--- config.mk ---
export PLATFORM = sky130hd
export DESIGN_NAME = kempner_function
export DESIGN_NICKNAME = d
export VERILOG_FILES = /design/src/hw/rtl/kf_pkg.sv /design/src/hw/rtl/kf_dp.sv /design/src/hw/rtl/kf_ctrl.sv /design/src/hw/rtl/kempner_function.sv
export SDC_FILE = /design/constraint.sdc
export NUM_CORES = 1
export LEC_CHECK = 0
export BUFFER_PORTS_ARGS = -buffer_cell sky130_fd_sc_hd__buf_4
export CAP_MARGIN = 20
export CORE_ASPECT_RATIO = 1.25
export CORE_UTILIZATION = 29
export CTS_CLUSTER_SIZE = 16
export DETAILED_ROUTE_END_ITERATION = 10
export SYNTH_ARGS = -nofsm -noshare
export SYNTH_HDL_FRONTEND = slang
export SYNTH_HIERARCHICAL = 1
export SYNTH_SLANG_ARGS = --single-unit
export TNS_END_PERCENT = 20
--- constraint.sdc ---
create_clock -name i_clk -period 4 [get_ports i_clk]
set_input_delay 0.8 -clock i_clk [delete_from_list [all_inputs] [get_ports i_clk]]
set_output_delay 0.8 -clock i_clk [all_outputs]
set_load 0.03 [all_outputs]
--- src/hw/rtl/kf_pkg.sv ---
// Shared widths, types and command/status structs for the Kempner function block.
`timescale 1ns / 1ps
package kf_pkg;

    localparam int VALUE_WIDTH = 16;
    localparam int CNT_W       = $clog2(VALUE_WIDTH);

    typedef logic [VALUE_WIDTH-1:0] t_value;

    typedef struct packed {
        logic load;
        logic step_lam;
        logic gcd_step;
        logic div_start;
        logic div_step;
        logic load_out;
    } t_cmd;

    typedef struct packed {
        logic rest_done;
        logic gcd_equal;
        logic gcd_is_one;
        logic div_last;
    } t_status;

endpackage

--- src/hw/rtl/kf_dp.sv ---
// Datapath: remainder, lambda counter, subtractive gcd and bit-serial exact divider.
`timescale 1ns / 1ps
module kf_dp (
    input  logic            i_clk,
    input  kf_pkg::t_cmd    i_cmd,
    input  kf_pkg::t_value  i_value,
    output kf_pkg::t_status o_status,
    output kf_pkg::t_value  o_result
);
    import kf_pkg::*;

    t_value           r_rest;
    t_value           r_lam;
    t_value           r_ga;
    t_value           r_gb;
    t_value           r_quo;
    t_value           r_rem;
    logic [CNT_W-1:0] r_cnt;
    t_value           r_result;

    t_value           lam_inc;
    logic [VALUE_WIDTH:0] rem_sh;
    logic             ge;
    logic [VALUE_WIDTH:0] rem_diff;
    t_value           n_rem;
    t_value           n_quo;

    assign lam_inc  = r_lam + t_value'(1);
    assign rem_sh   = {r_rem, r_quo[VALUE_WIDTH-1]};
    assign ge       = rem_sh >= {1'b0, r_ga};
    assign rem_diff = rem_sh - {1'b0, r_ga};
    assign n_rem    = ge ? rem_diff[VALUE_WIDTH-1:0] : rem_sh[VALUE_WIDTH-1:0];
    assign n_quo    = {r_quo[VALUE_WIDTH-2:0], ge};

    assign o_status.rest_done  = (r_rest == t_value'(1)) || (r_rest == '0);
    assign o_status.gcd_equal  = (r_ga == r_gb);
    assign o_status.gcd_is_one = (r_ga == t_value'(1));
    assign o_status.div_last   = (r_cnt == CNT_W'(VALUE_WIDTH - 1));
    assign o_result            = r_result;

    always_ff @(posedge i_clk) begin
        if (i_cmd.load) begin
            r_rest <= i_value;
            r_lam  <= t_value'(1);
        end
        if (i_cmd.step_lam) begin
            r_lam <= lam_inc;
            r_ga  <= r_rest;
            r_gb  <= lam_inc;
        end
        if (i_cmd.gcd_step) begin
            if (r_ga > r_gb) begin
                r_ga <= r_ga - r_gb;
            end else begin
                r_gb <= r_gb - r_ga;
            end
        end
        if (i_cmd.div_start) begin
            r_quo <= r_rest;
            r_rem <= '0;
            r_cnt <= '0;
        end
        if (i_cmd.div_step) begin
            r_quo <= n_quo;
            r_rem <= n_rem;
            r_cnt <= r_cnt + CNT_W'(1);
            if (o_status.div_last) begin
                r_rest <= n_quo;
            end
        end
        if (i_cmd.load_out) begin
            r_result <= (r_rest == '0) ? '0 : r_lam;
        end
    end

endmodule

--- src/hw/rtl/kf_ctrl.sv ---
// Controller: sequences lambda steps, gcd, division and the output register handshake.
`timescale 1ns / 1ps
module kf_ctrl (
    input  logic            i_clk,
    input  logic            i_rst_n,
    input  logic            i_in_valid,
    output logic            o_in_ready,
    output logic            o_out_valid,
    input  logic            i_out_ready,
    input  kf_pkg::t_status i_status,
    output kf_pkg::t_cmd    o_cmd
);
    import kf_pkg::*;

    localparam logic [2:0] S_IDLE  = 3'd0;
    localparam logic [2:0] S_CHECK = 3'd1;
    localparam logic [2:0] S_GCD   = 3'd2;
    localparam logic [2:0] S_DIV   = 3'd3;
    localparam logic [2:0] S_FIN   = 3'd4;

    logic [2:0] r_state;
    logic [2:0] n_state;
    logic       r_out_valid;
    logic       n_out_valid;

    assign o_in_ready  = (r_state == S_IDLE);
    assign o_out_valid = r_out_valid;

    always_comb begin
        o_cmd       = '0;
        n_state     = r_state;
        n_out_valid = r_out_valid && !i_out_ready;
        case (r_state)
            S_IDLE: begin
                if (i_in_valid) begin
                    o_cmd.load = 1'b1;
                    n_state    = S_CHECK;
                end
            end
            S_CHECK: begin
                if (i_status.rest_done) begin
                    n_state = S_FIN;
                end else begin
                    o_cmd.step_lam = 1'b1;
                    n_state        = S_GCD;
                end
            end
            S_GCD: begin
                if (i_status.gcd_equal) begin
                    if (i_status.gcd_is_one) begin
                        n_state = S_CHECK;
                    end else begin
                        o_cmd.div_start = 1'b1;
                        n_state         = S_DIV;
                    end
                end else begin
                    o_cmd.gcd_step = 1'b1;
                end
            end
            S_DIV: begin
                o_cmd.div_step = 1'b1;
                if (i_status.div_last) begin
                    n_state = S_CHECK;
                end
            end
            S_FIN: begin
                if (!r_out_valid || i_out_ready) begin
                    o_cmd.load_out = 1'b1;
                    n_out_valid    = 1'b1;
                    n_state        = S_IDLE;
                end
            end
            default: begin
                n_state = S_IDLE;
            end
        endcase
    end

    always_ff @(posedge i_clk) begin
        if (!i_rst_n) begin
            r_state     <= S_IDLE;
            r_out_valid <= 1'b0;
        end else begin
            r_state     <= n_state;
            r_out_valid <= n_out_valid;
        end
    end

endmodule

--- src/hw/rtl/kempner_function.sv ---
// The run time depends on the result: each lambda from 2 up to the result takes a subtractive
// gcd of remainder and lambda, and a division of the remainder by that gcd when it exceeds 1.
// The subtractive gcd dominates the run time.
// One transaction at a time; the next is taken as soon as the result is in the
// output register, while that result still waits to be taken.
// Reset clears the controller state and the output valid; payload registers are not reset.
`timescale 1ns / 1ps
module kempner_function (
    input  logic           i_clk,
    input  logic           i_rst_n,
    input  logic           i_valid,
    output logic           o_ready,
    input  kf_pkg::t_value i_value,
    output logic           o_valid,
    input  logic           i_ready,
    output kf_pkg::t_value o_least_lambda
);
    import kf_pkg::*;

    t_cmd    cmd;
    t_status status;

    kf_ctrl u_kf_ctrl (
        .i_clk       (i_clk),
        .i_rst_n     (i_rst_n),
        .i_in_valid  (i_valid),
        .o_in_ready  (o_ready),
        .o_out_valid (o_valid),
        .i_out_ready (i_ready),
        .i_status    (status),
        .o_cmd       (cmd)
    );

    kf_dp u_kf_dp (
        .i_clk    (i_clk),
        .i_cmd    (cmd),
        .i_value  (i_value),
        .o_status (status),
        .o_result (o_least_lambda)
    );

endmodule

After elaboration in Yosys (flattened, before gate mapping)
Index checks and enable logic that the tools add are counted.
- logic and storage cells: 77
- flip-flop bits (word level): 120
- output and inout bits: 18
- muxes and demuxes: 38
- magnitude comparators: 2
- reduce and logical (&&, ||, !) cells: 10
- equal/unequal tests: 12
- add/sub/neg operators: 5
- operator list (kind ; number):
    two-way mux 16 bit ; 16
    subtractor 16 bit ; 3
    == test 16 x 1 -> 1 bit, second input constant ; 2
    greater-or-equal comparator 17 x 16 -> 1 bit ; 1
    adder 16 x 1 -> 16 bit, second input constant ; 1
    == test 16 bit ; 1
    > comparator 16 bit ; 1
    zero test 16 bit ; 1
    two-way mux 3 bit ; 5
    case mux 3 bit (5 select lines) ; 1
    two-way mux 1 bit ; 12
    two-way mux 4 bit ; 2
    == test 3 x 2 -> 1 bit, second input constant ; 2
    != test 2 bit, second input constant ; 3
    adder 4 x 1 -> 4 bit, second input constant ; 1
    == test 4 bit, second input constant ; 1
    two-way mux 2 bit ; 2
    AND reduction 4 bit ; 1
    nonzero test 2 bit ; 2
    == test 3 x 1 -> 1 bit, second input constant ; 1
    == test 3 bit, second input constant ; 1
    zero test 3 bit ; 1
    zero test 1 bit ; 2
    logical OR 1 bit ; 2
    other kinds (2) ; 2

Depth between registers and ports, before layout
- depth after elaboration: 7
- mapped depth: 12
- depth with buffers taken out: 10

By module
Netlist, hierarchy kept.
- modules (own cells, without submodules) (module ; area each (um^2) ; cells an instance ; instances):
    kf_dp ; 7687.4 ; 815 ; 1
    kf_ctrl ; 246.5 ; 31 ; 1

Least setup slack after synthesis
OpenSTA, ideal clock, no wires.
- path kind: input to register
- start point: input port i_ready
- end point: register u_kf_dp.r_result[0] (netlist: u_kf_dp/o_result[0]) (enable)
- arrival: 2.412 ns
- required time: 3.570 ns
- path slack: 1.158 ns
- library setup time: 0.430 ns
- stages: 2
- path through: nor2b_1 > nor4_1
- RTL lines (element ; RTL line ; source):
    start, declared ; kempner_function.sv:15 ; input logic i_ready,
    end signal, assigned ; kf_dp.sv:72 ; r_result <= (r_rest == '0) ? '0 : r_lam;
    end, declared ; kf_dp.sv:19 ; t_value r_result;

==> impl_metrics.py <==
metrics = {
    "clocking": {
        "cts_buffer_depth": 2,
        "htree_levels": 4,
        "post_cts_buffers": 0,
        "clk_pin_slew_ps": 60,
        "cts_hold_buf": 0,
        "ctsResizeCount": 0,
        "clkLatencyLatePin_ps": 430,
        "clock-sinks": 120,
        "cts_tree": "built",
        "cts-root-buf": "clkbuf_16",
        "cts_buffers": 17,
    },
    "timing": {
        "worst_hold_slack_ps": 512,
        "max-slew-margin-rel": 0.415,
        "final_max_slew_viol_count": 0,
        "fmax_mhz": 330,
        "worst_pin_slew_ps": 878,
        "hold_viol": 0,
        "rsz0062_at_grt": "false",
        "setup-tns-final_ps": 0,
        "setup_violations": 0,
        "period_minus_slack_ps": 3030,
        "finalCritPeriodShare": 0.758,
        "skew_ps": 8.52,
    },
    "detailed_routing": {
        "met3WireLength_um": 587,
        "dr_wl_met2_mm": 9.85,
        "met1Wirelength_mm": 8.35,
        "finalWirelength_mm": 19.8,
        "viasPerCell": 5.07,
        "drc": 0,
        "post_drt_wl_per_cell_um": 16.2,
        "vias": 6196,
        "top_layer": "met4",
        "first_pass_iters": 4,
        "drt_iter0_drc": 378,
        "ant_nets": 0,
    },
    "floorplan": {
        "die_x_um": 150,
        "fp.dieH_um": 187,
        "initial_utilization": 0.296,
        "core_area_um2": 26800,
        "rows": 67,
        "pin_count": 38,
        "dieArea_um2": 28000,
    },
    "setup_path": {
        "crit_top_cell": "inv_1",
        "crit_family": "simple AND/OR/NAND/NOR gates",
        "r2r_slack_ps": 970,
        "cp-start-kind": "register",
        "crit_type": "register to register",
        "cpPeakStageDelay_ps": 720,
        "worstPathArrival_ps": 3080,
        "ff2ff_path_depth": 7,
        "path_max_fanout": 36,
        "crit_path_end_kind": "register",
        "rr_endpoint": "u_kf_dp/r_rem[6]$_SDFFCE_PN0P_",
        "crit_required_ps": 4050,
        "critPathSlowestCell": "or2_2",
        "r2r-start": "u_kf_dp/r_ga[13]$_DFF_P_",
        "cp.buffers_inverters": 2,
        "crit_chain": "inv_1 > ha_1 > and4_1 > nand4_1 > inv_1 > nor3b_1 > or2_2",
    },
    "finish": {
        "fillCellCount": 2755,
        "antennaDiodeCount": 0,
        "nets": 936,
        "area_growth_pct": 14.4,
        "final_layout_size_suffix_gt1_frac": 0.147,
        "seq_area_um2": 3080,
        "multi_input_area_um2": 4440,
    },
    "synthesis": {
        "seq_area_frac_synth": 0.389,
        "synthTopCellsByCount": "a21oi_1, nor2_1, edfxtp_1",
        "synthDistinctLibCells": 75,
        "synth_seq_cells": 120,
        "yosysTopAreaCell": "edfxtp_1",
        "post-synth-top-count-cell": "a21oi_1",
        "synth_top_flop_cell": "edfxtp_1",
        "synth.area.top_cells": "edfxtp_1, dfxtp_1, ha_1",
        "syn_inst": 846,
        "syn-cell-area_um2": 7930,
        "syn_avg_cell_area_um2": 9.38,
        "synth_nets": 918,
        "synth_edf_count": 68,
        "synth_top_area_share": 0.257,
        "ys_warn_count": 6,
        "async_reset_ff_frac": 0,
    },
    "hold_path": {
        "hold_end": "u_kf_dp/r_rest[15]$_DFF_P_",
        "hold_depth": 2,
        "hp-start": "u_kf_dp/r_quo[14]$_DFFE_PP_",
        "holdCritPathClass": "register to register",
    },
    "placed_design": {
        "io_buffers": 37,
        "gp_congestion": 0.869,
        "dp_hpwl_mm": 15.0,
    },
    "power": {
        "power_density_nw_per_um2": 798,
        "p_leak_uw": 0.00355,
        "design_power_total_uw": 7240,
        "ir_drop_mv": 0.403,
    },
    "status": {
        "status": "finished clean",
    },
    "global_routing": {
        "grt_max_degree": 42,
        "overflow": 0,
        "antenna_found_initial": 0,
        "grt_pass1_vias": 6088,
        "grtUsageTotal": 0.146,
        "grt_pass1_wl_mm": 31.7,
    },
    "job": {
        "max_cap_viol_count": 0,
    },
}
==> worst max-delay path by stage <==
stage                             start                                end  cells past startpoint
2_1_floorplan                   i_ready  u_kf_dp/o_result[0]$_SDFFCE_PP0P_                      2
3_3_place_gp   u_kf_dp/r_ga[13]$_DFF_P_     u_kf_dp/r_rem[0]$_SDFFCE_PN0P_                      7
3_5_place_dp   u_kf_dp/r_ga[13]$_DFF_P_     u_kf_dp/r_rem[1]$_SDFFCE_PN0P_                      7
4_1_cts        u_kf_dp/r_ga[13]$_DFF_P_     u_kf_dp/r_rem[5]$_SDFFCE_PN0P_                      7
5_1_grt        u_kf_dp/r_ga[13]$_DFF_P_     u_kf_dp/r_rem[3]$_SDFFCE_PN0P_                      7
6_report       u_kf_dp/r_ga[13]$_DFF_P_     u_kf_dp/r_rem[6]$_SDFFCE_PN0P_                      7
==> worst reg2reg max path: stages (launching register included) <==
cell     delay [ps]
dfxtp_1         390
inv_1           120
ha_1            530
and4_1          350
nand4_1         170
inv_1           180
nor3b_1         180
or2_2           720
==> through the flow <==
stage | setup WS, ps | area [um^2] | utilization | cells
CTS | 963 | 9080 | 0.338 | 1222
global route | 741 | 9080 | 0.338 | 1222
floorplan | 1160 | 7930 | - | 846
global placement | 1050 | 8460 | 0.315 | 1190
detailed placement | 978 | 8460 | 0.315 | 1190
finish | 970 | 9080 | 0.338 | 1222
==> layout make-up <==
| class | instances | share of cell area |
|---|---|---|
| Clock buffer | 20 | 0.0527 |
| Inverter | 44 | 0.0182 |
| Multi-Input combinational cell | 636 | 0.489 |
| Timing Repair Buffer | 45 | 0.0372 |
| Tap cell | 345 | 0.0476 |
| Sequential cell | 120 | 0.340 |
| Clock inverter | 12 | 0.0154 |
==> state kept, by name, summed over array words and instances, names as in the netlist <==
name / cells
u_kf_dp/r_rest: 16
u_kf_dp/r_rem: 16
u_kf_dp/o_result: 16
u_kf_ctrl/r_state: 3
u_kf_dp/r_ga: 16
u_kf_dp/r_cnt: 4
u_kf_dp/r_quo: 16
u_kf_ctrl/o_out_valid: 1
u_kf_dp/r_gb: 16
u_kf_dp/r_lam: 16
==> cells by family after synthesis <==
group / Yosys count / share of synthesized area
AO/OA/AOI/OAI: 243 / 0.208
XOR/XNOR: 38 / 0.0419
adder cells (fa/ha/maj): 52 / 0.0848
buffers and inverters: 90 / 0.0533
flip-flops: 120 / 0.389
multiplexers: 41 / 0.0541
AND/OR/NAND/NOR: 262 / 0.169
==> where the power goes <==
group	leakage (uW)	internal (uW)	switching [uW]	total [uW]
registers	0.00108	1550	253	1810
logic	0.00218	1560	2260	3820
clock network	0.000296	994	617	1610
==> metal layers <==
| layer | global-route usage | vias up |
|---|---|---|
| met4 | 0.0894 | 0 |
| li1 | - | 3136 |
| met1 | 0.162 | 2901 |
| met5 | 0 | - |
| met2 | 0.254 | 118 |
| met3 | 0.0298 | 41 |
==> cells in the final DEF, fill, tap and decap left out, types with 18 or more instances in the layout <==
master | netlist | final
mux2i_1 | 26 | 26
xnor2_1 | 22 | 22
inv_1 | 43 | 43
nand2_1 | 53 | 53
edfxtp_1 | 68 | 68
nand3_1 | 23 | 23
buf_4 | 3 | 45
ha_1 | 49 | 49
a21oi_1 | 80 | 80
clkbuf_16 | 0 | 18
o21ai_0 | 38 | 38
nor2_1 | 73 | 73
dfxtp_1 | 52 | 52
a211oi_1 | 18 | 18
nor2b_1 | 18 | 18
Note: power is estimated with default switching activity, not from simulation.
